**config.mk**
```make
export PLATFORM = sky130hd
export DESIGN_NAME = lzss2k_token
export DESIGN_NICKNAME = d
export VERILOG_FILES = /design/src/hw/rtl/lzss_2k_window_decoder_defines.svh /design/src/hw/rtl/lzss2k_pkg.sv /design/src/hw/rtl/lzss2k_token.sv
export SDC_FILE = /design/constraint.sdc
export NUM_CORES = 1
export LEC_CHECK = 0
export BUFFER_PORTS_ARGS = -buffer_cell sky130_fd_sc_hd__buf_2
export CAP_MARGIN = 20
export CORE_MARGIN = 3
export CORE_UTILIZATION = 46
export CTS_BUF_LIST = sky130_fd_sc_hd__clkbuf_16
export CTS_CLUSTER_DIAMETER = 200
export DETAILED_ROUTE_END_ITERATION = 16
export PLACE_DENSITY = 0.82
export SYNTH_ARGS = -nofsm -noshare
export SYNTH_HDL_FRONTEND = slang
export SYNTH_SLANG_ARGS = --single-unit
```
**constraint.sdc**
```tcl
create_clock -name clock -period 1.8 [get_ports clock]
set_input_delay 0.54 -clock clock [delete_from_list [all_inputs] [get_ports clock]]
set_output_delay 0.54 -clock clock [all_outputs]
set_load 0.005 [all_outputs]
```
**src/hw/rtl/lzss_2k_window_decoder_defines.svh**
```systemverilog
`ifndef LZSS_2K_WINDOW_DECODER_DEFINES_SVH
`define LZSS_2K_WINDOW_DECODER_DEFINES_SVH

// same-cycle implication, checked outside reset
`define LZSS2K_ASSERT_NOW(lbl, ante, cons) \
   lbl: assert property (@(posedge clock) disable iff (reset) (ante) |-> (cons)) \
      else $error("lzss2k assertion failed");

// next-cycle implication, checked outside reset
`define LZSS2K_ASSERT_NEXT(lbl, ante, cons) \
   lbl: assert property (@(posedge clock) disable iff (reset) (ante) |=> (cons)) \
      else $error("lzss2k assertion failed");

`endif

```
**src/hw/rtl/lzss2k_pkg.sv**
```systemverilog
package lzss2k_pkg;

   localparam int unsigned LEN_W     = 24;
   localparam int unsigned POS_W     = 11;
   localparam int unsigned RUN_W     = 6;
   localparam logic [POS_W-1:0] WIN_START = 11'h7F7;
   localparam logic [RUN_W-1:0] MIN_RUN   = 6'd3;
   localparam logic [3:0]       FLAGS_PER_BYTE = 4'd8;

   typedef enum logic [1:0] {
      ST_CLEAR,
      ST_IDLE,
      ST_COPY
   } ctrl_state_type;

   typedef enum logic [1:0] {
      TOK_FLAG,
      TOK_LITERAL,
      TOK_MATCH_HI,
      TOK_MATCH_LO
   } tok_kind_type;

   typedef struct packed {
      tok_kind_type kind;
      logic [7:0]   match_high;
   } token_type;

endpackage

```
**src/hw/rtl/lzss2k_token.sv**
```systemverilog
module lzss2k_token
   import lzss2k_pkg::*;
(
   input  logic       clock,
   input  logic       reset,
   input  logic       step,
   input  logic [7:0] in_byte,
   output token_type  token
);

   logic [7:0] flags_ff, flags_in;
   logic [3:0] left_ff, left_in;
   logic       phase_ff, phase_in;
   logic [7:0] high_ff, high_in;

   always_comb begin
      token.match_high = high_ff;
      if (phase_ff) begin
         token.kind = TOK_MATCH_LO;
      end else if (left_ff == '0) begin
         token.kind = TOK_FLAG;
      end else if (flags_ff[7]) begin
         token.kind = TOK_MATCH_HI;
      end else begin
         token.kind = TOK_LITERAL;
      end
   end

   always_comb begin
      flags_in = flags_ff;
      left_in  = left_ff;
      phase_in = phase_ff;
      high_in  = high_ff;
      if (step) begin
         unique case (token.kind)
            TOK_MATCH_LO: begin
               phase_in = 1'b0;
            end
            TOK_FLAG: begin
               flags_in = in_byte;
               left_in  = FLAGS_PER_BYTE;
            end
            TOK_MATCH_HI: begin
               flags_in = {flags_ff[6:0], 1'b0};
               left_in  = left_ff - 4'd1;
               high_in  = in_byte;
               phase_in = 1'b1;
            end
            TOK_LITERAL: begin
               flags_in = {flags_ff[6:0], 1'b0};
               left_in  = left_ff - 4'd1;
            end
            default: begin
               phase_in = phase_ff;
            end
         endcase
      end
   end

   always_ff @(posedge clock) begin
      if (reset) begin
         flags_ff <= '0;
         left_ff  <= '0;
         phase_ff <= 1'b0;
         high_ff  <= '0;
      end else begin
         flags_ff <= flags_in;
         left_ff  <= left_in;
         phase_ff <= phase_in;
         high_ff  <= high_in;
      end
   end

endmodule

```
# --- Word level (Yosys, flattened, before mapping) ---
# Index checks and enable logic that the tools add are counted.
word_totals:
  ff_bits: 21
  output_inout_bits: 10
  word_cells: 22
classes:
  addsub: 1
  n_eq_ne: 3
  muxes: 6
  n_reduce_logical: 8
op_table:
  columns: ["cell", "count"]
  rows:
  - ["$pmux 8 s2", 1]
  - ["$pmux 4 s2", 1]
  - ["$mux 2", 3]
  - ["$reduce_and 2->1", 3]
  - ["$eq 2x2->1 const B", 2]
  - ["$logic_not 4->1", 1]
  - ["$reduce_bool 2->1", 2]
  - ["$sub 4x1->4 const B", 1]
  - ["$eq 2x1->1 const B", 1]
  - ["$logic_not 2->1", 1]
  - ["$pmux 1 s2", 1]
  - ["$reduce_or 2->1", 1]

# --- Depth between registers and ports, before layout ---
# Gate-level depths: netlist of run 1.
logic_depth:
  word_depth: 7
  depth_mapped: 11
  mapped_depth_nobuf: 9

# --- Least setup slack after synthesis of run 1 ---
# Ideal clock, no wire load.
synth_timing:
  path_kind: "register -> register"
  startpoint: "reg left_ff[0]"
  endpoint: "reg left_ff[1]"
  arrival_ns: 1.941
  t_required_ns: 1.730
  slack_ns: -0.211
  stages_incl_launch_ff: 10
  n_path_buf: 0
  path_cell_list: "dfxtp_1 inv_1 ha_1 nor3b_1 nor2_1 or2_2 ha_1 nand2b_1 or3_1 a21oi_1"
synth_lines:
  columns: ["element", "line", "text"]
  rows:
  - ["start: declaration", "lzss2k_token.sv:12", "logic [3:0] left_ff, left_in;"]
  - ["start signal: assignment", "lzss2k_token.sv:68", "left_ff <= left_in;"]

==> metrics.txt, run 1 <==
PD cells=around 2300 nW/um^2; row count=15; total grt overflow=0; hold-fix buffers at CTS=0; worst skew pair latency=about 0.25 ns; crit path time final=1.964 ns; fin crit share=109.1%; Max-slew headroom=about two thirds; first-pass GRT wire length=4409 um; Seq/Total Area, Yosys=about 45%; clk_skew=about 0.0038 ns; Max Clock Freq=509.1 MHz; Antenna Cells=0; Die Span X=51.11 um; vias in the first global route=~940; post-route DRC violation count=0; Final Hold Viols=0; Worst-path clk slew=0.05 ns; post-synthesis compound-gate area fraction=13.37%; IO buf count=20; Clock Tree Buf Depth=2; synthesis-to-finish area growth=57.89%; drt wl/cell=17.33 um; Num CTS Buffers=3; Starting Density=51.41%; die height=51.11 um; Post-Synth XOR/XNOR Area=0%; Fillers=98; fin. max-slew vios=0; Crit. End Element=output port; fin worst setup slack=-0.1644 ns; failing checks=negative setup slack; simple-gate share of the synthesized area=22.33%; mux contribution to synthesized area=8.556%; post-route cell area=1478 um^2; flop and latch count out of synthesis=21; num ports=21; Worst Path Max Fanout=2; Max-cap violations=0; Pwr Total=3.378 mW; total die area=approximately 2600 um^2; overall routing resource usage=23.06%; syn avg cell area=8.586 um^2; largest net degree at the start of global routing=22; largest family of logic cells by synthesized area=simple AND/OR/NAND/NOR gates; YS warnings=0; startpoint types=flop; final WL=around 3000 um; initial drt markers=19; min-delay src=high_ff[1]; status=finished with violations; adder and majority cell fraction of the synthesized area=around 5.3%; Req. time, crit path=1.26 ns; via count=972; NumNets Final=163; Post-DRT Antenna Nets=0; Mapped Cells=109; worst hold path type=reg -> reg; Clock Sink Count=21; H-tree levels=1; initial antenna violation count=0; share of layout cells above drive strength 1=51.02%; CP Class=reg -> out; CTS tree=yes; placer congestion estimate=0.8379; Post-Syn Area=935.9 um^2; Static Leak=0.6158 nW; root buffer cell=clkbuf_16; WP data arrival=around 1.4 ns; Mapped Nets=~120; HPWL Detailed=1577 um; endpoints failing setup=14; Worst-Margin Slew=0.4795 ns; vias per cell=5.651; Area after DPL=1170 um^2; First-pass DRT Iterations=4; Worst setup startpoint=left_ff[0]; synth unique cells=24; Peak supply drop=0.001430 V; RSZ-0062 raised after global routing=yes; core area=1821 um^2; FF-to-FF Start=left_ff[1]
final timing paths:
| kind | endpoint | slack, ns | cells past startpoint |
|---|---|---|---|
| setup / recovery | token[9] | -0.16 | 7 |
| hold reg to reg | high_ff[1] | 0.46 | 2 |
| hold / removal | high_ff[1] | 0.46 | 2 |
| setup reg to reg | left_ff[3] | -0.12 | 12 |
routing by layer:
metal | vias to the layer above | share of wire (%) | routed length [um] | track usage [%]
met5 | - | 0 | 0 | 0
li1 | 457 | - | - | -
met3 | 10 | 3.9 | 115 | 5.539
met2 | 30 | 52 | 1542 | 39.48
met1 | 475 | 40 | 1196 | 26.99
met4 | 0 | 4.3 | 127 | 10.31
report_power, final:
| part | switching, mW | internal (mW) |
|---|---|---|
| combinational | 0.972 | 1.25 |
| sequential | 0.106 | 0.596 |
| clock | 0.163 | 0.296 |
| total | 1.24 | 2.14 |
flip-flops by register name, summed over array words and instances, names as in the netlist:
name,cells
flags_ff,8
high_ff,8
left_ff,4
phase_ff,1
layout make-up:
cell class	instances	area [um^2]	area share, %
clock buffers	3	75.07	5.080
flip-flops and latches	21	422.9	28.62
inverters	3	11.26	0.7621
repair buffers	41	306.5	20.75
clock inverters	1	3.754	0.2540
well taps	25	31.28	2.117
multi-input cells	78	626.9	42.42
cell usage after synthesis:
| master | count | area share (%) |
|---|---|---|
| a21oi_1 | 12 | 6.4 |
| mux2i_1 | 8 | 8.6 |
| nand3b_1 | 1 | 0.80 |
| and3_1 | 1 | 0.67 |
| inv_1 | 3 | 1.2 |
| nand2_1 | 13 | 5.2 |
| nor3b_1 | 2 | 1.6 |
| buf_4 | 1 | 0.80 |
| dfxtp_1 | 21 | 45 |
| nand2b_1 | 1 | 0.67 |
| buf_2 | 2 | 1.1 |
| o21ai_0 | 1 | 0.53 |
| clkbuf_1 | 3 | 1.2 |
| nand3_1 | 9 | 4.8 |
| nor3_1 | 2 | 1.1 |
| or3_1 | 1 | 0.67 |
| nor4_1 | 1 | 0.67 |
| or2_2 | 1 | 0.67 |
| nor2_1 | 12 | 4.8 |
| a211oi_1 | 7 | 5.6 |
| buf_6 | 1 | 1.2 |
| nor2b_1 | 1 | 0.67 |
| ha_1 | 4 | 5.3 |
| o21bai_1 | 1 | 0.80 |
per-stage QoR:
step           setup slack (ns)  util (%)  setup TNS (ns)  std cells  hold slack, ns
2_1_floorplan         -0.005771         -       -0.005771        109          0.4312
3_3_place_gp           -0.04690     64.26        -0.09341        159          0.4392
3_5_place_dp           -0.07114     64.26         -0.3430        159          0.4456
4_1_cts                 -0.1469     74.57         -0.5650        170          0.4565
5_1_grt                 -0.2421     81.17          -2.258        172          0.4882
6_report                -0.1644     81.17         -0.8745        172          0.4630
placed cells by master (no fill, tap or decap), types with 2 or more instances in the layout:
| cell type | netlist | final |
|---|---|---|
| a21oi_1 | 12 | 11 |
| buf_6 | 1 | 5 |
| a211oi_2 | 0 | 7 |
| ha_4 | 0 | 3 |
| clkbuf_16 | 0 | 3 |
| mux2i_1 | 8 | 3 |
| nor2_1 | 12 | 9 |
| buf_2 | 2 | 18 |
| dfxtp_2 | 0 | 2 |
| buf_4 | 1 | 16 |
| buf_12 | 0 | 2 |
| mux2i_2 | 0 | 5 |
| inv_1 | 3 | 2 |
| nand3_1 | 9 | 8 |
| nand2_1 | 13 | 12 |
| dfxtp_1 | 21 | 19 |
| inv_2 | 0 | 2 |
| nor2_2 | 0 | 3 |
| nor3_1 | 2 | 2 |
timing repair:
item                       4_1_cts  5_1_grt
gates resized for setup         13       24
cloned                           1        0
setup buffers                    6        2
setup endpoints to repair       14       23
pin swaps                        4        4
worst max-delay path, stage by stage, from the launching register on:
cell,delay (ns)
dfxtp_2,0.33
inv_2,0.05
ha_4,0.14
nor3b_4,0.15
buf_4,0.14
o21bai_4,0.15
buf_6,0.13
buf_6,0.08
cells by family after synthesis:
group / after synthesis
AO/OA/AOI/OAI: 21
adder cells (fa/ha/maj): 4
buffers and inverters: 10
flip-flops: 21
multiplexers: 8
AND/OR/NAND/NOR: 45
Power figures use the tool's default switching activity.
==> run 2: changes to the inputs <==
--- a/config.mk
+++ b/config.mk
@@ -8,11 +8,11 @@
 export BUFFER_PORTS_ARGS = -buffer_cell sky130_fd_sc_hd__buf_2
 export CAP_MARGIN = 20
 export CORE_MARGIN = 3
-export CORE_UTILIZATION = 46
+export CORE_UTILIZATION = 51
 export CTS_BUF_LIST = sky130_fd_sc_hd__clkbuf_16
 export CTS_CLUSTER_DIAMETER = 200
 export DETAILED_ROUTE_END_ITERATION = 16
-export PLACE_DENSITY = 0.82
+export PLACE_DENSITY = 0.86
 export SYNTH_ARGS = -nofsm -noshare
 export SYNTH_HDL_FRONTEND = slang
 export SYNTH_SLANG_ARGS = --single-unit
==> constraint.sdc (replaced) <==
create_clock -name clock -period 2 [get_ports clock]
set_input_delay 0.6 -clock clock [delete_from_list [all_inputs] [get_ports clock]]
set_output_delay 0.6 -clock clock [all_outputs]
set_load 0.005 [all_outputs]
==> run 2 against run 1 <==
Against the previous run: the run still ends with negative setup slack left; power down 32%; routed wire length fell by 21%; sequential cell count is the same; clock skew down 0.0012 ns; die area shrank 8.7%; clock power down 8.3%; non-clock buffer count fell by 14; combinational power decreased by 44%; global-route usage is 3.0 points lower; critical endpoint is now token[8]; largest cell class unchanged.
==> metrics.txt, run 2 (same netlist as run 1, synthesis figures left out) <==
hold path depth=2; Num CTS Buffers=3; Max-cap violations=0; first-pass GRT wire length=3663 um; met1 WL=922 um; met3 wire length=~180 um; status=finished with violations; Antenna Cells=0; endpoints failing setup=2; initial drt markers=12; max layer used=met4; post-route DRC violation count=0; vias in the first global route=847; Worst Path Max Fanout=2; CP Class=reg -> out; WL met2=1182 um; drt wl/cell=14.99 um; clk_skew=between 0.002 and 0.003 ns; Final Hold Viols=0; dpl cells=152; die height=48.84 um; Clock Sink Count=21; Area after DPL=between 1000 and 1500 um^2; RSZ-0062 raised after global routing=yes; Worst-Margin Slew=0.3855 ns; root buffer cell=clkbuf_16; largest registers=flags_ff x8, high_ff x8, left_ff x4; IO buf count=20; crit path time final=2.024 ns; HPWL Detailed=between 1000 and 1500 um; overall routing resource usage=20.01%; vias per cell=5.713; most frequent cells in the layout=19 x dfxtp_1, 18 x buf_2, 13 x nand2_1; Die Span X=slightly below 50 um; Static Leak=0.5344 nW; core area=1612 um^2; initial antenna violation count=0; total die area=2385 um^2; num ports=21; Clock Tree Buf Depth=2; synthesis-to-finish area growth=31.95%; failing checks=negative setup slack; final non-filler cell total=157; total grt overflow=0; worst hold path type=reg -> reg; startpoint types=flop; Peak supply drop=0.001180 V; Worst-path clk slew=0.06 ns; PD cells=1862 nW/um^2; WP data arrival=1.42 ns; Setup WS pre-CTS=-0.01639 ns; via count=897; H-tree levels=1; fin worst setup slack=-0.02413 ns; Max Clock Freq=a little under 500 MHz; Req. time, crit path=1.40 ns; largest net degree at the start of global routing=22; Crit. End Element=output port; Max-slew headroom=~74%; Starting Density=58.07%; placer congestion estimate=between 0.8 and 0.9; First-pass DRT Iterations=4; row count=14; NumNets Final=149; Fillers=118; fin. max-slew vios=0; share of layout cells above drive strength 1=roughly a third; final WL=2353 um; most common cell after layout, fill and taps aside=dfxtp_1; CTS tree=yes; hold-fix buffers at CTS=0; worst skew pair latency=between 0.2 and 0.3 ns; post-route cell area=between 1000 and 1500 um^2; Worst Reg-to-Reg Cells=9; Post-DRT Antenna Nets=0; fin crit share=101.2%
-- run 2: worst paths after layout --
check                           slack, ns  startpoint         end
worst max-delay path                -0.02  left_ff[0]    token[8]
worst min-delay path                 0.45  high_ff[6]  high_ff[6]
worst max register to register       0.02  left_ff[0]  left_ff[3]
worst min register to register       0.45  high_ff[6]  high_ff[6]
-- run 2: metal layers --
| metal | vias up | track usage [%] |
|---|---|---|
| li1 | 426 | - |
| met1 | 410 | 24.10 |
| met2 | 52 | 31.67 |
| met3 | 9 | 4.587 |
| met4 | 0 | 13.27 |
| met5 | - | 0 |
-- run 2: per-stage QoR --
step	hold slack (ns)	utilization, %	power [mW]	setup TNS, ns
after floorplan	0.4312	-	1.335	0
after global placement	0.4404	66.77	1.560	0
after detailed placement	0.4446	66.77	1.608	-0.04662
after CTS	0.4545	73.14	2.108	0
after global routing	0.4781	76.63	2.438	-0.2782
final	0.4536	76.63	2.299	-0.02692
-- run 2: final cells by class --
cell class / count / area [um^2] / area share (%)
well taps: 24 / 30.03 / 2.432
multi-input cells: 78 / 518.0 / 41.95
repair buffers: 27 / 172.7 / 13.98
clock inverters: 1 / 5.005 / 0.4053
flip-flops and latches: 21 / 422.9 / 34.25
inverters: 3 / 11.26 / 0.9119
clock buffers: 3 / 75.07 / 6.079
-- run 2: worst max-delay path: stages (launching register included) --
cell and delay [ns]:
dfxtp_2 0.33, inv_2 0.07, ha_4 0.13, nor3b_4 0.22, nor2_2 0.07, or2_4 0.24
buf_6 0.11
-- run 2: what timing repair did --
action                     CTS  global route
pin swaps                    2             2
setup buffers                0             1
hold endpoints to repair     0             0
setup endpoints to repair   13            23
resized for setup            8            11
-- run 2: power breakdown --
part | switching, mW | total, mW | internal, mW | leakage, nW
clock network | 0.152 | 0.421 | 0.269 | 0.0409
logic | 0.619 | 1.25 | 0.634 | 0.321
registers | 0.0889 | 0.626 | 0.537 | 0.173
total | 0.860 | 2.30 | 1.44 | 0.534
